--- src/rtl/rsd_pkg.sv ---
// Shared types, register numbers, decode phases and flag-bit selection for the
// packed sound-register stream decoder. No dependencies.
package rsd_pkg;

    localparam int TONE_CHANNELS = 3;

    localparam int RESTART_BIT = 7;
    localparam int BATCH_MAX   = 4;

    // flag-byte bit positions
    localparam int MIXER_BIT = 7;
    localparam int ENV_BIT   = 6 - TONE_CHANNELS;
    localparam int LEVA_BIT  = 5 - TONE_CHANNELS;
    localparam int LEVB_BIT  = 4 - TONE_CHANNELS;
    localparam int LEVC_BIT  = 3 - TONE_CHANNELS;
    localparam logic [7:0] FLAG_MASK = 8'(32'h0000_00FF << (3 - TONE_CHANNELS));

    // decode phases
    localparam logic [3:0] PH_FLAG   = 4'd0;
    localparam logic [3:0] PH_MIXER  = 4'd1;
    localparam logic [3:0] PH_TONE_L = 4'd2;
    localparam logic [3:0] PH_TONE_H = 4'd3;
    localparam logic [3:0] PH_ENV_L  = 4'd4;
    localparam logic [3:0] PH_ENV_H  = 4'd5;
    localparam logic [3:0] PH_LEVA   = 4'd6;
    localparam logic [3:0] PH_NOISE  = 4'd7;
    localparam logic [3:0] PH_LEVB   = 4'd8;
    localparam logic [3:0] PH_SHAPE  = 4'd9;
    localparam logic [3:0] PH_LEVC   = 4'd10;

    // sound chip registers
    localparam logic [3:0] R_NOISE = 4'd6;
    localparam logic [3:0] R_MIXER = 4'd7;
    localparam logic [3:0] R_LEVA  = 4'd8;
    localparam logic [3:0] R_LEVB  = 4'd9;
    localparam logic [3:0] R_LEVC  = 4'd10;
    localparam logic [3:0] R_ENVL  = 4'd11;
    localparam logic [3:0] R_ENVH  = 4'd12;
    localparam logic [3:0] R_SHAPE = 4'd13;

    typedef struct packed {
        logic       is_write;
        logic [3:0] reg_index;
        logic [7:0] reg_value;
        logic       frame_done;
        logic       last;
    } rsd_result_t;

    typedef struct packed {
        logic                            any;
        rsd_result_t [BATCH_MAX-1:0]     res;
    } rsd_batch_t;

    typedef struct packed {
        logic       found;
        logic       tone;
        logic [1:0] channel;
        logic [3:0] phase;
        logic [7:0] pending;
    } rsd_pick_t;

    // next selected item of the frame, highest flag bit first
    function automatic rsd_pick_t rsd_pick_next(input logic [7:0] pend);
        rsd_pick_t  p;
        logic [7:0] rest;
        logic       hit;
        p     = '0;
        rest  = pend;
        hit   = 1'b0;
        p.phase = PH_FLAG;
        if (rest[MIXER_BIT]) begin
            hit = 1'b1;
            rest[MIXER_BIT] = 1'b0;
            p.phase = PH_MIXER;
        end
        for (int c = 0; c < TONE_CHANNELS; c++) begin
            if (!hit && rest[6-c]) begin
                hit = 1'b1;
                rest[6-c] = 1'b0;
                p.phase = PH_TONE_L;
                p.tone = 1'b1;
                p.channel = 2'(c);
            end
        end
        if (!hit && rest[ENV_BIT]) begin
            hit = 1'b1;
            rest[ENV_BIT] = 1'b0;
            p.phase = PH_ENV_L;
        end
        if (!hit && rest[LEVA_BIT]) begin
            hit = 1'b1;
            rest[LEVA_BIT] = 1'b0;
            p.phase = PH_LEVA;
        end
        if (!hit && rest[LEVB_BIT]) begin
            hit = 1'b1;
            rest[LEVB_BIT] = 1'b0;
            p.phase = PH_LEVB;
        end
        if (!hit && rest[LEVC_BIT]) begin
            hit = 1'b1;
            rest[LEVC_BIT] = 1'b0;
            p.phase = PH_LEVC;
        end
        p.found   = hit;
        p.pending = rest;
        return p;
    endfunction

endpackage

--- src/rtl/rsd_decoder.sv ---
// Frame decoder: holds the frame state and turns one stream word into a batch
// of up to four register writes, or a frame-done marker. Depends on rsd_pkg.
module rsd_decoder (
    input  logic                aclk,
    input  logic                aresetn,
    input  logic                in_accept,
    input  logic [7:0]          in_byte,
    output rsd_pkg::rsd_batch_t batch
);
    import rsd_pkg::*;

    logic [3:0] phase_reg, phase_next;
    logic [7:0] pending_reg, pending_next;
    logic [1:0] channel_reg, channel_next;
    logic [7:0] held_reg, held_next;

    rsd_result_t [BATCH_MAX-1:0] res;
    logic [2:0]  n;
    logic        done;
    logic        do_pick;
    logic [7:0]  pick_src;
    rsd_pick_t   pk;
    logic [3:0]  tone_lo;
    logic [3:0]  tone_hi;

    assign tone_lo = {1'b0, channel_reg, 1'b0};
    assign tone_hi = {1'b0, channel_reg, 1'b1};

    always_comb begin
        phase_next   = phase_reg;
        pending_next = pending_reg;
        channel_next = channel_reg;
        held_next    = held_reg;
        res          = '0;
        n            = 3'd0;
        done         = 1'b0;
        do_pick      = 1'b0;
        pick_src     = pending_reg;
        case (phase_reg)
            PH_MIXER: begin
                res[0] = '{1'b1, R_MIXER, in_byte, 1'b0, 1'b0};
                n = 3'd1;
                do_pick = 1'b1;
            end
            PH_TONE_L: begin
                held_next  = in_byte;
                phase_next = PH_TONE_H;
            end
            PH_TONE_H: begin
                if (in_byte[RESTART_BIT]) begin
                    res[0] = '{1'b1, tone_lo, 8'h00, 1'b0, 1'b0};
                    res[1] = '{1'b1, tone_hi, 8'h00, 1'b0, 1'b0};
                    res[2] = '{1'b1, tone_lo, held_reg, 1'b0, 1'b0};
                    res[3] = '{1'b1, tone_hi, in_byte, 1'b0, 1'b0};
                    n = 3'd4;
                end else begin
                    res[0] = '{1'b1, tone_lo, held_reg, 1'b0, 1'b0};
                    res[1] = '{1'b1, tone_hi, in_byte, 1'b0, 1'b0};
                    n = 3'd2;
                end
                do_pick = 1'b1;
            end
            PH_ENV_L: begin
                held_next  = in_byte;
                phase_next = PH_ENV_H;
            end
            PH_ENV_H: begin
                res[0] = '{1'b1, R_ENVL, held_reg, 1'b0, 1'b0};
                res[1] = '{1'b1, R_ENVH, in_byte, 1'b0, 1'b0};
                n = 3'd2;
                do_pick = 1'b1;
            end
            PH_LEVA: begin
                if (in_byte[RESTART_BIT]) begin
                    held_next  = in_byte;
                    phase_next = PH_NOISE;
                end else begin
                    res[0] = '{1'b1, R_LEVA, in_byte, 1'b0, 1'b0};
                    n = 3'd1;
                    do_pick = 1'b1;
                end
            end
            PH_NOISE: begin
                res[0] = '{1'b1, R_NOISE, in_byte, 1'b0, 1'b0};
                res[1] = '{1'b1, R_LEVA, held_reg, 1'b0, 1'b0};
                n = 3'd2;
                do_pick = 1'b1;
            end
            PH_LEVB: begin
                if (in_byte[RESTART_BIT]) begin
                    held_next  = in_byte;
                    phase_next = PH_SHAPE;
                end else begin
                    res[0] = '{1'b1, R_LEVB, in_byte, 1'b0, 1'b0};
                    n = 3'd1;
                    do_pick = 1'b1;
                end
            end
            PH_SHAPE: begin
                res[0] = '{1'b1, R_SHAPE, in_byte, 1'b0, 1'b0};
                res[1] = '{1'b1, R_LEVB, held_reg, 1'b0, 1'b0};
                n = 3'd2;
                do_pick = 1'b1;
            end
            PH_LEVC: begin
                res[0] = '{1'b1, R_LEVC, in_byte, 1'b0, 1'b0};
                n = 3'd1;
                do_pick = 1'b1;
            end
            default: begin
                pick_src = in_byte & FLAG_MASK;
                do_pick  = 1'b1;
            end
        endcase

        pk = rsd_pick_next(pick_src);

        if (do_pick) begin
            pending_next = pk.pending;
            phase_next   = pk.phase;
            if (pk.tone) begin
                channel_next = pk.channel;
            end
            if (!pk.found) begin
                done = 1'b1;
                // empty flag word: marker only
                if (phase_reg == PH_FLAG || !(phase_reg inside {PH_MIXER, PH_TONE_L,
                        PH_TONE_H, PH_ENV_L, PH_ENV_H, PH_LEVA, PH_NOISE, PH_LEVB,
                        PH_SHAPE, PH_LEVC})) begin
                    res[0] = '0;
                    n = 3'd1;
                end
            end
        end

        for (int i = 0; i < BATCH_MAX; i++) begin
            if (n == 3'(i + 1)) begin
                res[i].last       = 1'b1;
                res[i].frame_done = done;
            end
        end
    end

    assign batch.any = (n != 3'd0);
    assign batch.res = res;

    always_ff @(posedge aclk) begin
        if (!aresetn) begin
            phase_reg   <= PH_FLAG;
            pending_reg <= 8'h00;
            channel_reg <= 2'd0;
            held_reg    <= 8'h00;
        end else if (in_accept) begin
            phase_reg   <= phase_next;
            pending_reg <= pending_next;
            channel_reg <= channel_next;
            held_reg    <= held_next;
        end
    end

endmodule

--- src/rtl/rsd_out_buffer.sv ---
// Result register: holds one word's batch of writes and hands them out one per
// cycle on the result channel while out_ready is high. Depends on rsd_pkg.
module rsd_out_buffer (
    input  logic                 aclk,
    input  logic                 aresetn,
    input  logic                 load,
    input  rsd_pkg::rsd_batch_t  batch,
    output logic                 free,
    output logic                 out_valid,
    input  logic                 out_ready,
    output rsd_pkg::rsd_result_t out_res
);
    import rsd_pkg::*;

    rsd_result_t [BATCH_MAX-1:0] res_reg;
    logic                        valid_reg;
    logic [1:0]                  ptr_reg;
    logic                        take;

    assign out_res   = res_reg[ptr_reg];
    assign out_valid = valid_reg;
    assign take      = valid_reg && out_ready;
    assign free      = !valid_reg || (out_ready && out_res.last);

    always_ff @(posedge aclk) begin
        if (!aresetn) begin
            valid_reg <= 1'b0;
            ptr_reg   <= 2'd0;
        end else if (load && batch.any) begin
            valid_reg <= 1'b1;
            ptr_reg   <= 2'd0;
        end else if (take) begin
            if (out_res.last) begin
                valid_reg <= 1'b0;
                ptr_reg   <= 2'd0;
            end else begin
                ptr_reg <= ptr_reg + 2'd1;
            end
        end
    end

    always_ff @(posedge aclk) begin
        if (load && batch.any) begin
            res_reg <= batch.res;
        end
    end

    a_reset_empty: assert property (@(posedge aclk) !aresetn |=> !valid_reg)
        else $error("result register not empty after reset");
    a_done_is_last: assert property (@(posedge aclk) disable iff (!aresetn)
        valid_reg && out_res.frame_done |-> out_res.last)
        else $error("frame end on a word that is not the last of its batch");
    a_marker_form: assert property (@(posedge aclk) disable iff (!aresetn)
        valid_reg && !out_res.is_write |-> out_res.frame_done && ptr_reg == 2'd0)
        else $error("malformed frame marker");
    a_hold_on_stall: assert property (@(posedge aclk) disable iff (!aresetn)
        valid_reg && !out_ready |=> valid_reg && $stable(ptr_reg))
        else $error("result moved while stalled");

endmodule

--- src/rtl/ym_register_stream_decoder.sv ---
// Top level of the packed sound-register stream decoder.
// Depends on rsd_pkg, rsd_decoder and rsd_out_buffer.
//
//  channel | ports                                   | word
//  --------+-----------------------------------------+------------------------------
//  input   | s_valid s_ready s_byte_in               | one byte of the packed stream
//  result  | m_valid m_ready m_is_write m_reg_index  | one register write or a
//          | m_reg_value m_frame_done m_last         | frame-done marker
//
// A byte is decoded in the cycle it is accepted; its writes appear from the
// next cycle, one per cycle from the result register while m_ready is high.
// s_ready is high while the result register is empty or giving out its last word.
// aresetn (synchronous) returns the decoder to expecting a flag byte.
module ym_register_stream_decoder (
    input  logic       aclk,
    input  logic       aresetn,
    input  logic       s_valid,
    output logic       s_ready,
    input  logic [7:0] s_byte_in,
    output logic       m_valid,
    input  logic       m_ready,
    output logic       m_is_write,
    output logic [3:0] m_reg_index,
    output logic [7:0] m_reg_value,
    output logic       m_frame_done,
    output logic       m_last
);
    import rsd_pkg::*;

    rsd_batch_t  batch;
    rsd_result_t res;
    logic        accept;
    logic        free;

    assign s_ready = free;
    assign accept  = s_valid && free;

    rsd_decoder u_dec (
        .aclk      (aclk),
        .aresetn   (aresetn),
        .in_accept (accept),
        .in_byte   (s_byte_in),
        .batch     (batch)
    );

    rsd_out_buffer u_obuf (
        .aclk      (aclk),
        .aresetn   (aresetn),
        .load      (accept),
        .batch     (batch),
        .free      (free),
        .out_valid (m_valid),
        .out_ready (m_ready),
        .out_res   (res)
    );

    assign m_is_write   = res.is_write;
    assign m_reg_index  = res.reg_index;
    assign m_reg_value  = res.reg_value;
    assign m_frame_done = res.frame_done;
    assign m_last       = res.last;

endmodule

--- config.mk ---
export PLATFORM = sky130hd
export DESIGN_NAME = ym_register_stream_decoder
export DESIGN_NICKNAME = d
export VERILOG_FILES = /design/src/rtl/rsd_pkg.sv /design/src/rtl/rsd_decoder.sv /design/src/rtl/rsd_out_buffer.sv /design/src/rtl/ym_register_stream_decoder.sv
export SDC_FILE = /design/constraint.sdc
export NUM_CORES = 1
export LEC_CHECK = 0
export BUFFER_PORTS_ARGS = -buffer_cell sky130_fd_sc_hd__buf_2
export CAP_MARGIN = 20
export CORE_MARGIN = 8
export CORE_UTILIZATION = 55
export DETAILED_ROUTE_END_ITERATION = 16
export GPL_ROUTABILITY_DRIVEN = 0
export MAX_ROUTING_LAYER = met4
export PLACE_DENSITY = 0.73
export REMOVE_ABC_BUFFERS = 1
export SYNTH_ARGS = -nofsm -noshare
export SYNTH_HDL_FRONTEND = slang
export SYNTH_SLANG_ARGS = --single-unit
--- constraint.sdc ---
create_clock -name aclk -period 4.8 [get_ports aclk]
set_input_delay 0.72 -clock aclk [delete_from_list [all_inputs] [get_ports aclk]]
set_output_delay 0.72 -clock aclk [all_outputs]
set_load 0.1 [all_outputs]
==> out/results.tsv <==
metric	value	unit
outcome	finished, final reports clean	
Die Wd	103	um
pre-CTS setup slack	1.07	ns
most frequent cells in the layout	edfxtp_1 (52), buf_2 (28), nand2_1 (27)	
initial DRC count	256	
P_leak	1.65	nW
reg-to-reg slack, setup	1.0	ns
cts bufs inserted	9	
cts repair resizes	0	
non-filler cells, final	492	
Slew headroom	0.294	
synthesized cell area	0.00413	mm2
Seq cells post-synth	76	
Sw Ratio	0.376	
CP Capture Type	register	
placed cell count	476	
vias in the first global route	2871	
Syn. warnings	0	
Post-synth EDFFs	52	
Syn Area/Cell	11.0	um2
Worst-Margin Slew	1.06	ns
Hold-fix buffers, CTS	0	
TritonCTS clock tree	yes	
Final #Nets	400	
Fin Hold WS	0.504	ns
Cell Rows	31	
share of layout cells above drive strength 1	0.176	
Largest register FFs	52	
cell internal pwr	1.26	mW
asr flop ratio synth	0	
# port buffers	28	
gr ovfl total	0	
worst skew pair latency	0.35	ns
CTS max path bufs	2	
Root Buffer	clkbuf_8	
initial antenna violation count	0	
GRT Total Usage	0.184	
critical path launch point type	register	
Antenna Diode Count	0	
Reg clk slew, reported paths	0.07	ns
Mapped Cells	374	
total die area	0.0105	mm2
Vias	3027	
endpoints failing hold	0	
worst-path fanout max	52	
sequential fraction of design power	0.436	
CP Class	reg -> reg	
drt total wl	8820	um
NetSw	758	uW
unrepaired setup endpoints after global routing	no	
core area	0.00725	mm2
post-synth cell types	63	
Arr. time, crit path	3.78	ns
I/O pins	29	
worst min path class	reg -> reg	
first-pass GRT wire length	14300	um
Power Density	451	mW/mm2
largest net degree at the start of global routing	53	
Peak Freq	263	MHz
Post-CTS Setup Inserts	0	
Req. time, crit path	4.78	ns
DIE HEIGHT	103	um
wire length per cell	17.9	um
Main synth FF type	edfxtp_1	
Peak VDD IR	0.329	mV
TritonCTS Sinks	76	
sequential-to-total area share from yosys stat	0.495	
synthesis-to-layout area growth	8.39	%
Clk network pwr share	0.236	
H-Tree Depth	3	
Setup WS post-layout	0.996	ns
antenna viol nets, final	0	
drt drc	0	
DP Wirelength	5980	um
max cap viols	0	
final slew viol count	0	
worst clock skew	0.00830	ns
Final setup viols	0	
post-route clock period utilization	0.792	
Logic pwr share	0.328	
vias per inst	6.15	
Final min period	3.80	ns
commonest non-fill, non-tap cell in the layout	edfxtp_1	
initial core utilization	0.569	
Fillers	602	
Pre-Repair DR Iteration Count	5	
[routing by layer]
layer  vias to the layer above  part of all wire  track usage
li1                       1436                 -            -
met1                      1440              0.43        0.224
met2                       131              0.46        0.279
met3                        20             0.080       0.0452
met4                         0             0.029       0.0892
met5                         -                 0            -
[power groups by stage]
stage                     Sequential, mW  Combinational, mW  Clock [mW]
after floorplan                    0.882              0.519           0
after global placement             0.885              0.649           0
after detailed placement           0.891              0.659           0
after CTS                          0.877              0.661       0.486
after global routing               0.889              0.717       0.508
final                              0.879              0.662       0.476
[metrics by stage]
step                utilization  power (mW)  setup TNS, ns  cell area, um2
floorplan                     -        1.40          -4.58            4000
global placement          0.590        1.53              0            4280
detailed placement        0.590        1.55              0            4280
CTS                       0.617        2.02              0            4480
global route              0.617        2.11              0            4480
finish                    0.617        2.02              0            4480
[worst max-delay path, cell delays in order, from the launching register on]
cell and delay, ns:
dfxtp_1 1.02, inv_1 0.36, o211a_1 0.23, nor3_2 0.27, nand4_1 0.42, o31a_1 0.48, nor2_4 0.09, buf_4 0.52
[cell usage after synthesis (2+ instances only)]
| cell | count | area, um2 |
|---|---|---|
| a21boi_0 | 5 | 37.5 |
| a21boi_1 | 2 | 15.0 |
| a21o_1 | 5 | 37.5 |
| a21oi_1 | 15 | 75.1 |
| a22o_1 | 16 | 140 |
| a22oi_1 | 4 | 30.0 |
| a31oi_1 | 4 | 25.0 |
| a32o_1 | 3 | 30.0 |
| a32oi_1 | 2 | 17.5 |
| and2_1 | 20 | 125 |
| and2_4 | 2 | 17.5 |
| and3_1 | 5 | 31.3 |
| buf_1 | 6 | 22.5 |
| buf_2 | 7 | 35.0 |
| buf_6 | 3 | 33.8 |
| clkbuf_1 | 12 | 45.0 |
| dfxtp_1 | 24 | 480 |
| edfxtp_1 | 52 | 1560 |
| inv_1 | 7 | 26.3 |
| mux2_2 | 6 | 67.6 |
| mux2i_1 | 10 | 100 |
| mux4_1 | 6 | 158 |
| mux4_2 | 4 | 90.1 |
| nand2_1 | 27 | 101 |
| nand2b_1 | 7 | 43.8 |
| nand3_1 | 6 | 30.0 |
| nor2_1 | 21 | 78.8 |
| nor2b_1 | 18 | 113 |
| nor3_1 | 5 | 25.0 |
| nor3_2 | 3 | 30.0 |
| nor4_1 | 2 | 12.5 |
| o211a_1 | 6 | 60.1 |
| o211ai_1 | 3 | 22.5 |
| o21a_1 | 2 | 15.0 |
| o21ai_0 | 19 | 95.1 |
| o221a_2 | 2 | 22.5 |
| o221ai_1 | 3 | 26.3 |
| o22ai_1 | 2 | 12.5 |
| or2_4 | 2 | 17.5 |
| or3_1 | 3 | 18.8 |
[final cells by class]
| type | instances | area (um2) | area share |
|---|---|---|---|
| Clock inverter | 5 | 51.3 | 0.0115 |
| Inverter | 7 | 26.3 | 0.00587 |
| Clock buffer | 11 | 141 | 0.0316 |
| Tap cell | 99 | 124 | 0.0277 |
| Timing Repair Buffer | 30 | 155 | 0.0347 |
| Multi-Input combinational cell | 264 | 1940 | 0.432 |
| Sequential cell | 76 | 2040 | 0.456 |
[cells by family after synthesis]
logic type,after synthesis,share of synthesized area
other,1,0.000908
xor gates and xnor gates,1,0.00212
and+or+nand+nor,131,0.176
muxes,26,0.101
DFF,76,0.495
buffers and inverters,35,0.0394
AOI/OAI and AO/OA,104,0.186
[path summary, 6_finish.rpt]
kind	to	from	cells after the start
worst max-delay path	u_obuf.res_reg[52]	u_dec.phase_reg[3]	7
worst min-delay path	u_dec.pending_reg[6]	u_dec.pending_reg[6]	2
worst max register to register	u_obuf.res_reg[52]	u_dec.phase_reg[3]	7
worst min register to register	u_dec.pending_reg[6]	u_dec.pending_reg[6]	2
Note: power is estimated with default switching activity, not from simulation.
